--- src/sv/spq_pkg.sv ---
package spq_pkg;

   localparam int DEFAULT_QUEUE_DEPTH = 16;

   typedef enum logic [1:0] {
      STATUS_ENQUEUED = 2'd0,
      STATUS_DEQUEUED = 2'd1,
      STATUS_EMPTY    = 2'd2,
      STATUS_FULL     = 2'd3
   } status_type;

   typedef enum logic [2:0] {
      ST_IDLE,
      ST_START,
      ST_READ,
      ST_COMPARE,
      ST_PLACE,
      ST_FINISH
   } state_type;

   typedef enum logic {
      MODE_ENQUEUE = 1'b0,
      MODE_DEQUEUE = 1'b1
   } mode_type;

   typedef struct packed {
      logic signed [31:0] value;
      logic signed [31:0] prio;
   } entry_type;

endpackage

--- src/sv/spq_if.sv ---
interface spq_req_if;
   logic               valid;
   logic               ready;
   logic               mode;
   logic signed [31:0] item_value;
   logic signed [31:0] item_priority;

   modport source (output valid, mode, item_value, item_priority, input ready);
   modport sink   (input valid, mode, item_value, item_priority, output ready);
endinterface

interface spq_rsp_if;
   logic               valid;
   logic               ready;
   logic [1:0]         status;
   logic signed [31:0] out_value;

   modport source (output valid, status, out_value, input ready);
   modport sink   (input valid, status, out_value, output ready);
endinterface

--- src/sv/spq_store.sv ---
module spq_store #(
   parameter int QUEUE_DEPTH = spq_pkg::DEFAULT_QUEUE_DEPTH,
   parameter int IDX_W       = $clog2(QUEUE_DEPTH)
) (
   input  logic                clock,
   input  logic                wr_en,
   input  logic [IDX_W-1:0]    wr_addr,
   input  spq_pkg::entry_type  wr_data,
   input  logic                rd_en,
   input  logic [IDX_W-1:0]    rd_addr,
   output spq_pkg::entry_type  rd_data
);
   import spq_pkg::*;

   entry_type mem [QUEUE_DEPTH];
   entry_type rd_data_ff;

   always_ff @(posedge clock) begin
      if (wr_en) begin
         mem[wr_addr] <= wr_data;
      end
   end

   always_ff @(posedge clock) begin
      if (rd_en) begin
         rd_data_ff <= mem[rd_addr];
      end
   end

   assign rd_data = rd_data_ff;

endmodule

--- src/sv/sorted_priority_queue.sv ---
// sorted priority queue of QUEUE_DEPTH entries
// req channel: mode 0 enqueues item_value at item_priority, mode 1 dequeues
// the head entry (smallest priority, arrival order among equal priorities)
// rsp channel: exactly one item per request, status and out_value
// entries live in a single-port-write, single-port-read memory used as a ring;
// an enqueue walks back from the tail with one shared signed comparator,
// moving one larger entry up per read/compare pair
// steps after acceptance: a dequeue runs start, read, compare and finish;
// an empty or full report and an enqueue into an empty queue run start
// and finish; other enqueues repeat read and compare while a larger
// priority is found, then finish, or place and finish when all are larger
// one request is worked on at a time; req ready is high only while idle
// the result waits in the rsp register while the receiver stalls, and the
// block stays in its finish step until that register is free
// synchronous reset empties the queue and drops any pending rsp item;
// the memory is not cleared, only occupied slots are ever read
module sorted_priority_queue #(
   parameter int QUEUE_DEPTH = spq_pkg::DEFAULT_QUEUE_DEPTH
) (
   input logic          clock,
   input logic          reset,
   spq_req_if.sink      req,
   spq_rsp_if.source    rsp
);
   import spq_pkg::*;

   localparam int IDX_W = $clog2(QUEUE_DEPTH);
   localparam int CNT_W = $clog2(QUEUE_DEPTH + 1);

   state_type          state_ff, state_in;
   logic               mode_ff, mode_in;
   logic signed [31:0] value_ff, value_in;
   logic signed [31:0] prio_ff, prio_in;
   logic [IDX_W-1:0]   head_ff, head_in;
   logic [IDX_W-1:0]   tail_ff, tail_in;
   logic [IDX_W-1:0]   hole_ff, hole_in;
   logic [CNT_W-1:0]   count_ff, count_in;
   logic [CNT_W-1:0]   pos_ff, pos_in;
   status_type         res_status_ff, res_status_in;
   logic signed [31:0] res_value_ff, res_value_in;
   logic               rsp_valid_ff, rsp_valid_in;
   status_type         rsp_status_ff, rsp_status_in;
   logic signed [31:0] rsp_value_ff, rsp_value_in;

   logic               wr_en;
   logic [IDX_W-1:0]   wr_addr;
   entry_type          wr_data;
   logic               rd_en;
   logic [IDX_W-1:0]   rd_addr;
   entry_type          rd_data;

   logic               rsp_free;
   logic               is_full;
   logic               is_empty;
   logic               greater;
   logic [IDX_W-1:0]   hole_prev;
   logic [IDX_W-1:0]   head_next;
   logic [IDX_W-1:0]   tail_next;

   spq_store #(
      .QUEUE_DEPTH (QUEUE_DEPTH),
      .IDX_W       (IDX_W)
   ) u_store (
      .clock   (clock),
      .wr_en   (wr_en),
      .wr_addr (wr_addr),
      .wr_data (wr_data),
      .rd_en   (rd_en),
      .rd_addr (rd_addr),
      .rd_data (rd_data)
   );

   assign rsp_free  = !rsp_valid_ff || rsp.ready;
   assign is_full   = (count_ff == CNT_W'(QUEUE_DEPTH));
   assign is_empty  = (count_ff == '0);
   assign greater   = (rd_data.prio > prio_ff);
   assign hole_prev = (hole_ff == '0) ? IDX_W'(QUEUE_DEPTH - 1) : hole_ff - 1'b1;
   assign head_next = (head_ff == IDX_W'(QUEUE_DEPTH - 1)) ? '0 : head_ff + 1'b1;
   assign tail_next = (tail_ff == IDX_W'(QUEUE_DEPTH - 1)) ? '0 : tail_ff + 1'b1;

   // next state
   always_comb begin
      state_in = state_ff;
      case (state_ff)
         ST_IDLE: begin
            if (req.valid) begin
               state_in = ST_START;
            end
         end
         ST_START: begin
            if (mode_ff == MODE_DEQUEUE) begin
               state_in = is_empty ? ST_FINISH : ST_READ;
            end else if (is_full || pos_ff == '0) begin
               state_in = ST_FINISH;
            end else begin
               state_in = ST_READ;
            end
         end
         ST_READ: begin
            state_in = ST_COMPARE;
         end
         ST_COMPARE: begin
            if (mode_ff == MODE_DEQUEUE || !greater) begin
               state_in = ST_FINISH;
            end else if (pos_ff == CNT_W'(1)) begin
               state_in = ST_PLACE;
            end else begin
               state_in = ST_READ;
            end
         end
         ST_PLACE: begin
            state_in = ST_FINISH;
         end
         ST_FINISH: begin
            if (rsp_free) begin
               state_in = ST_IDLE;
            end
         end
         default: begin
            state_in = ST_IDLE;
         end
      endcase
   end

   // datapath control
   always_comb begin
      mode_in       = mode_ff;
      value_in      = value_ff;
      prio_in       = prio_ff;
      head_in       = head_ff;
      tail_in       = tail_ff;
      hole_in       = hole_ff;
      count_in      = count_ff;
      pos_in        = pos_ff;
      res_status_in = res_status_ff;
      res_value_in  = res_value_ff;
      rsp_valid_in  = rsp_valid_ff && !rsp.ready;
      rsp_status_in = rsp_status_ff;
      rsp_value_in  = rsp_value_ff;
      wr_en         = 1'b0;
      wr_addr       = hole_ff;
      wr_data       = '{value: value_ff, prio: prio_ff};
      rd_en         = 1'b0;
      rd_addr       = hole_prev;
      req.ready     = (state_ff == ST_IDLE);

      case (state_ff)
         ST_IDLE: begin
            if (req.valid) begin
               mode_in  = req.mode;
               value_in = req.item_value;
               prio_in  = req.item_priority;
               hole_in  = tail_ff;
               pos_in   = count_ff;
            end
         end
         ST_START: begin
            res_value_in = '0;
            if (mode_ff == MODE_DEQUEUE) begin
               res_status_in = STATUS_EMPTY;
            end else if (is_full) begin
               res_status_in = STATUS_FULL;
            end else if (pos_ff == '0) begin
               wr_en         = 1'b1;
               tail_in       = tail_next;
               count_in      = count_ff + 1'b1;
               res_status_in = STATUS_ENQUEUED;
            end
         end
         ST_READ: begin
            rd_en   = 1'b1;
            rd_addr = (mode_ff == MODE_DEQUEUE) ? head_ff : hole_prev;
         end
         ST_COMPARE: begin
            if (mode_ff == MODE_DEQUEUE) begin
               res_status_in = STATUS_DEQUEUED;
               res_value_in  = rd_data.value;
               head_in       = head_next;
               count_in      = count_ff - 1'b1;
            end else if (greater) begin
               wr_en   = 1'b1;
               wr_data = rd_data;
               hole_in = hole_prev;
               pos_in  = pos_ff - 1'b1;
            end else begin
               wr_en         = 1'b1;
               tail_in       = tail_next;
               count_in      = count_ff + 1'b1;
               res_status_in = STATUS_ENQUEUED;
            end
         end
         ST_PLACE: begin
            wr_en         = 1'b1;
            tail_in       = tail_next;
            count_in      = count_ff + 1'b1;
            res_status_in = STATUS_ENQUEUED;
         end
         ST_FINISH: begin
            if (rsp_free) begin
               rsp_valid_in  = 1'b1;
               rsp_status_in = res_status_ff;
               rsp_value_in  = res_value_ff;
            end
         end
         default: begin
         end
      endcase
   end

   always_ff @(posedge clock) begin
      if (reset) begin
         state_ff     <= ST_IDLE;
         head_ff      <= '0;
         tail_ff      <= '0;
         count_ff     <= '0;
         rsp_valid_ff <= 1'b0;
      end else begin
         state_ff     <= state_in;
         head_ff      <= head_in;
         tail_ff      <= tail_in;
         count_ff     <= count_in;
         rsp_valid_ff <= rsp_valid_in;
      end
   end

   always_ff @(posedge clock) begin
      mode_ff       <= mode_in;
      value_ff      <= value_in;
      prio_ff       <= prio_in;
      hole_ff       <= hole_in;
      pos_ff        <= pos_in;
      res_status_ff <= res_status_in;
      res_value_ff  <= res_value_in;
      rsp_status_ff <= rsp_status_in;
      rsp_value_ff  <= rsp_value_in;
   end

   assign rsp.valid     = rsp_valid_ff;
   assign rsp.status    = rsp_status_ff;
   assign rsp.out_value = rsp_value_ff;

endmodule

--- src/flat_wrapper.sv ---
// flat-port wrapper written by rule: the top's interface ports become plain ports
module sorted_priority_queue_flat import spq_pkg::*;
#(
   parameter int QUEUE_DEPTH = spq_pkg::DEFAULT_QUEUE_DEPTH
)
  (clock, reset, req_valid, req_mode, req_item_value, req_item_priority, req_ready, rsp_valid, rsp_status, rsp_out_value, rsp_ready);
  spq_req_if req_i ();
  spq_rsp_if rsp_i ();
  input logic clock;
  input logic reset;
  input wire logic [$bits(req_i.valid)-1:0] req_valid;
  input wire logic [$bits(req_i.mode)-1:0] req_mode;
  input wire logic [$bits(req_i.item_value)-1:0] req_item_value;
  input wire logic [$bits(req_i.item_priority)-1:0] req_item_priority;
  output wire logic [$bits(req_i.ready)-1:0] req_ready;
  output wire logic [$bits(rsp_i.valid)-1:0] rsp_valid;
  output wire logic [$bits(rsp_i.status)-1:0] rsp_status;
  output wire logic [$bits(rsp_i.out_value)-1:0] rsp_out_value;
  input wire logic [$bits(rsp_i.ready)-1:0] rsp_ready;
  assign req_i.valid = req_valid;
  assign req_i.mode = req_mode;
  assign req_i.item_value = req_item_value;
  assign req_i.item_priority = req_item_priority;
  assign req_ready = req_i.ready;
  assign rsp_valid = rsp_i.valid;
  assign rsp_status = rsp_i.status;
  assign rsp_out_value = rsp_i.out_value;
  assign rsp_i.ready = rsp_ready;
  sorted_priority_queue #(.QUEUE_DEPTH(QUEUE_DEPTH)) u_core (.clock(clock), .reset(reset), .req(req_i), .rsp(rsp_i));
endmodule
--- config.mk ---
export PLATFORM = sky130hd
export DESIGN_NAME = sorted_priority_queue_flat
export DESIGN_NICKNAME = d
export VERILOG_FILES = /design/src/sv/spq_pkg.sv /design/src/sv/spq_if.sv /design/src/sv/spq_store.sv /design/src/sv/sorted_priority_queue.sv /design/src/flat_wrapper.sv
export SDC_FILE = /design/constraint.sdc
export NUM_CORES = 2
export LEC_CHECK = 0
export BUFFER_PORTS_ARGS = -buffer_cell sky130_fd_sc_hd__buf_2
export CAP_MARGIN = 20
export CORE_MARGIN = 4
export CORE_UTILIZATION = 50
export DETAILED_ROUTE_END_ITERATION = 6
export PLACE_DENSITY_LB_ADDON = 0.25
export SYNTH_ARGS = -nofsm -noshare
export SYNTH_HDL_FRONTEND = slang
export SYNTH_SLANG_ARGS = --single-unit
--- constraint.sdc ---
create_clock -name clock -period 7.2 [get_ports clock]
set_input_delay 1.44 -clock clock [delete_from_list [all_inputs] [get_ports clock]]
set_output_delay 1.44 -clock clock [all_outputs]
set_load 0.05 [all_outputs]
# Word level (Yosys, flattened, before mapping)
# Memory sizes are Yosys's and may differ from the RTL's. A register that Yosys moved wholly into a read port is not among the register bits.
# Cells that the tools add are included.
[classes]
reduce_logical = 23
addsub = 6
eq_ne = 20
multipliers = 0
div_mod_pow = 0
muxes = 54
bitwise_logic = 0
order_cmp = 1
shift = 0
[op_table]
columns = ["cell", "n"]
rows = [
  ["$mux 64", 3],
  ["$pmux 32 s2", 1],
  ["$mux 4", 13],
  ["$mux 5", 8],
  ["$gt 32x32->1", 1],
  ["$mux 32", 1],
  ["$mux 3", 7],
  ["$pmux 3 s6", 1],
  ["$pmux 5 s3", 1],
  ["$pmux 4 s3", 1],
  ["$logic_not 5->1", 2],
  ["$mux 2", 5],
  ["$ne 2x2->1 const B", 5],
  ["$pmux 5 s2", 1],
  ["$reduce_and 2->1", 5],
  ["$sub 5x1->5 const B", 2],
  ["$mux 1", 9],
  ["$add 4x1->4 const B", 2],
  ["$eq 4x4->1 const B", 2],
  ["$ne 2x1->1 const B", 4],
  ["$pmux 4 s2", 1],
  ["$eq 3x2->1 const B", 2],
  ["$eq 3x3->1 const B", 2],
  ["$pmux 2 s3", 1],
  ["other kinds (19)", 24],
]
[word_totals]
latch_bits = 0
ff_bits = 159
n_memories = 1
elab_cells = 119
ram_bits = 1024
input_bits = 69
output_inout_bits = 36
rom_bits = 0
[mem_list]
columns = ["memory", "depth", "width", "read_ports", "rd_ports_with_merged_regs", "write_ports", "line_no", "text"]
rows = [
  ["u_core.u_store.mem", 16, 64, 1, 1, 1, "spq_store.sv:15", "entry_type mem [QUEUE_DEPTH];"],
]

# Logic depth before layout (Yosys ltp)
[depth]
depth_word = 7
ltp_mapped = 12
ltp_nobuf = 10

# Cells and area by module
# From an unflattened synthesis, not the netlist that was laid out.
[hier_totals]
cells_unflattened = 2257
hier_area_um2 = 47718.3
[modules_own_cells]
columns = ["mod", "cells_per_inst", "n_inst", "area_per_inst_um2", "seq_area_each_um2"]
rows = [
  ["spq_store", 1647, 1, 40223.6, 32671.3],
  ["sorted_priority_queue", 610, 1, 7494.7, 4604.4],
]

# Worst setup path after synthesis
# Ideal clock, no wire load.
[synth_timing]
kind = "flip-flop to flip-flop"
start = "register u_core.count_ff[0]"
end = "memory u_core.u_store.mem[2][0] (netlist bit), enable pin"
required_ns = 6.635
path_stages_with_launch = 9
setup_time_ns = 0.565
path_slack_ns = 0.802
n_path_buf = 0
t_arrival_ns = 5.834
cell_sequence = "dfxtp_1 inv_1 ha_1 nor3b_1 nand2_1 a31oi_1 o31ai_1 nand2_1 nor3_1"
[synth_between]
elab_chain_len = 6
[synth_lines]
columns = ["element", "line_no", "text"]
rows = [
  ["from (decl)", "sorted_priority_queue.sv:37", "logic [CNT_W-1:0] count_ff, count_in;"],
  ["from (signal assigned)", "sorted_priority_queue.sv:221", "count_ff <= count_in;"],
  ["$eq 5x5->1", "sorted_priority_queue.sv:74", "assign is_full = (count_ff == CNT_W'(QUEUE_DEPTH));"],
  ["$mux 1", "sorted_priority_queue.sv:161", "end else if (is_full) begin"],
  ["$mux 1", "sorted_priority_queue.sv:159", "if (mode_ff == MODE_DEQUEUE) begin"],
  ["$pmux 1 s3", "sorted_priority_queue.sv:147", "case (state_ff)"],
  ["$mux 1", "spq_store.sv:19", "if (wr_en) begin"],
  ["$mux 1 (implied by the code)", "spq_store.sv:20", "mem[wr_addr] <= wr_data;"],
  ["to (decl)", "spq_store.sv:15", ""],
]
# Every way passes these cells.

==> impl_results.md <==
* Worst path bufs/invs at 1
* CP Capture Type: register
* Largest net degree at the start of global routing at approximately 150
* CTS Root Cell: clkbuf_16
* Post-synthesis sequential area ratio at 0.772
* Max_cap viols at 0
* Fill cells at between 6000 and 7000
* Synthesis-to-finish area growth at 12.8%
* Vias in the first global route at around 25000
* Vias per cell at between 6 and 7
* Critical setup path kind: reg -> reg
* Flop and latch count out of synthesis at 1247
* # hold bufs at CTS at 0
* Critical path cell sequence: ha_1 > a21oi_1 > o21ai_0 > a221oi_1 > nor3b_1 > or4_1 > nand2_4 > buf_4 > mux2_2
* Critical R2R Launch: u_core.u_store.rd_data[7]$_DFFE_PP_
* Worst ir drop on vdd at approximately 410 uV
* Tmin final at slightly below 5 ns
* Global route overflow at 0
* Design Area, Final at between 0.05 and 0.06 sq mm
* Post-Syn Area at a little under 0.05 sq mm
* Delay-heaviest family, CP: simple AND/OR/NAND/NOR gates
* First-pass GRT wire length at 162000 microns
* Setup Fix Bufs, Post-CTS at 0
* I/O Pins at 105
* Post-CTS resize count at 0
* DRT Wirelength at 109000 microns
* Post-Syn Instances at ~2400
* Flop2flop setup slack at roughly 2.4 ns
* Hold path depth at 0
* Critical Path Fanout Max at between 70 and 80
* Port bufs at ~100
* Floorplan row count at ~110
* Async set-reset flop share out of synthesis at 0
* EDFF count, synth at 1230
* CTS H-Tree Depth at 3
* Worst-path clk slew at about 0.06 ns
* Max clock buf depth at 3
* Nets at around 2700
* Worst setup path start: u_core.u_store.rd_data[7]$_DFFE_PP_
* First-pass DRT Iterations at 5
* Required time worst endpoint at ~7.6 ns
* Worst Hold Class: reg -> reg
* Fin crit share at 0.671
* F_max at approximately 210 MHz
* Via count at 24000
* Overall routing resource usage at 0.214
* Die height at approximately 320 microns
* Area of the die at just over 0.1 sq mm
* Initial core utilization at 0.506
* Slew at the pin closest to its max-slew limit at ~1.0 ns
* Clk sinks at 1247
* Core Box Area at between 0.09 and 0.1 sq mm
* Final setup skew at approximately 0.033 ns
* Slew HR at 0.302
* Run status: finished clean
* Post-Synthesis Net Count at about 2500
* Synth Warn # at 0
* Final setup vio count at 0
* GP Congestion at about 0.77
* Skew-Pair Late Insertion Delay at 0.70 ns
* DRT antenna net count at 0
* Setup TNS at 0 ns
* Netlist cell types at 56
* DR iter-0 viols at between 2000 and 3000
* Worst Path Arrival at between 5 and 6 ns
* Die width at between 300 and 400 microns
* WHS Endpoint: u_core.rsp.out_value[24]$_DFFE_PP_
* Power density over the cells at around 390 mW/mm^2
* Area post-placement at between 0.05 and 0.06 sq mm
* Reg2Reg Capture Point: u_core.u_store.mem[3][62]$_DFFE_PP_
* TritonCTS clock tree: yes
* Hold_sp: u_core.res_value_ff[24]$_SDFFCE_PN0P_
* Layout cells sized above 1 at 0.255
* Initial antenna violation count at 2
* CP max-delay cell: nand2_4
* Num CTS Buffers at approximately 120
* Most frequent cells in the layout: edfxtp_1, mux4_2, nand2_1
* Main synth FF type: edfxtp_1
* N_diodes at 0
* Mean area per synthesized cell at around 20 sq um
* Drt wl/cell at ~28 microns
* CP startpoint kind: register
* Path depth of the worst reg2reg path at 9
* Leakage at 17.4 nW
* Slew Limit Fails at 0
* Hold Fails Final Rpt at 0
* Largest stage delay, worst path at around 0.7 ns
* Hold WS at approximately 0.42 ns
* Dpl hpwl at ~54000 microns
* DRC at 0
* Most common cell after layout, fill and taps aside: edfxtp_1
* Unrepaired setup endpoints after global routing: false
-- per-layer routing --
layer	track usage	routed length, microns	up-vias
li1	-	-	10100
met1	0.308	45600	12700
met2	0.343	52500	948
met3	0.0400	8540	168
met4	0.0609	2610	0
met5	0	0	-
-- per-stage QoR --
stage	setup slack (ns)	util	power [mW]	instances
6_report	2.37	0.571	21.2	3953
5_1_grt	2.16	0.571	22.2	3953
4_1_cts	2.14	0.571	21.4	3953
2_1_floorplan	0.802	-	13.7	2399
3_5_place_dp	2.14	0.531	15.4	3731
3_3_place_gp	2.30	0.530	15.2	3716
-- how the worst max path moves through the flow --
stage | endpoint | slack [ns] | cells past startpoint
5_1_grt | u_core.u_store.rd_data[61]$_DFFE_PP_ | 2.16 | 9
3_3_place_gp | u_core.u_store.mem[10][31]$_DFFE_PP_ | 2.30 | 8
3_5_place_dp | u_core.u_store.mem[10][19]$_DFFE_PP_ | 2.14 | 8
6_report | u_core.u_store.mem[3][62]$_DFFE_PP_ | 2.37 | 9
4_1_cts | u_core.u_store.mem[7][19]$_DFFE_PP_ | 2.14 | 8
2_1_floorplan | u_core.u_store.mem[2][0]$_DFFE_PP_ | 0.80 | 8
-- area by class of cell --
cell class,count,area [sq um],share of cell area
inverter,44,165,0.00303
clock buffer,145,3140,0.0576
sequential,1247,37300,0.684
tap,1265,1580,0.0290
timing repair buffer,190,1230,0.0226
multi-input combinational,985,10400,0.192
clock inverter,77,644,0.0118
-- registers in the layout, summed over array words and instances, names as in the netlist --
| signal | cells |
|---|---|
| u_core.mode_ff | 1 |
| u_core.rsp.out_value | 32 |
| u_core.u_store.mem | 1024 |
| u_core.value_ff | 32 |
| u_core.tail_ff | 4 |
| u_core.hole_ff | 4 |
| u_core.rsp.status | 2 |
| u_core.pos_ff | 5 |
| u_core.head_ff | 4 |
| u_core.count_ff | 5 |
| u_core.res_value_ff | 32 |
| u_core.state_ff | 3 |
| u_core.u_store.rd_data | 64 |
| u_core.prio_ff | 32 |
| u_core.res_status_ff | 2 |
| u_core.rsp.valid | 1 |
-- synth_stat cells (all sizes together) (2+ instances only) --
library cell / n / area share
xor2: 3 / 0.00054
nor3: 13 / 0.0013
edfxtp: 1230 / 0.76
ha: 43 / 0.011
xnor2: 3 / 0.00054
a21o: 2 / 0.00031
a211oi: 65 / 0.010
nand3: 12 / 0.0012
or3: 8 / 0.0010
nor4: 4 / 0.00083
mux2: 35 / 0.0082
dfxtp: 17 / 0.0070
a21oi: 35 / 0.0036
and3: 3 / 0.00039
and2: 97 / 0.013
inv: 44 / 0.0034
o31ai: 2 / 0.00031
nand2: 205 / 0.016
o21ai: 54 / 0.0057
a22oi: 2 / 0.00031
o211ai: 3 / 0.00057
mux4: 256 / 0.12
nor2: 28 / 0.0022
a31oi: 68 / 0.0088
mux2i: 4 / 0.00083
nand4: 10 / 0.0014
clkbuf: 58 / 0.0045
nand2b: 7 / 0.00091
buf: 65 / 0.0081
nor3b: 4 / 0.00073
and4: 3 / 0.00054
-- where the power goes --
part	switching [mW]	internal, mW
Sequential	0.208	9.06
Combinational	3.44	2.45
Clock	2.61	3.45
Total	6.26	15.0
-- logic make-up after synthesis --
family / Yosys count / share of synthesized area
compound gates: 244 / 0.0321
flops: 1247 / 0.772
fa+ha+maj: 43 / 0.0111
xor+xnor: 6 / 0.00109
mux: 295 / 0.128
simple gates: 397 / 0.0396
buf+inv: 167 / 0.0160
(Power assumes the default switching activity.)
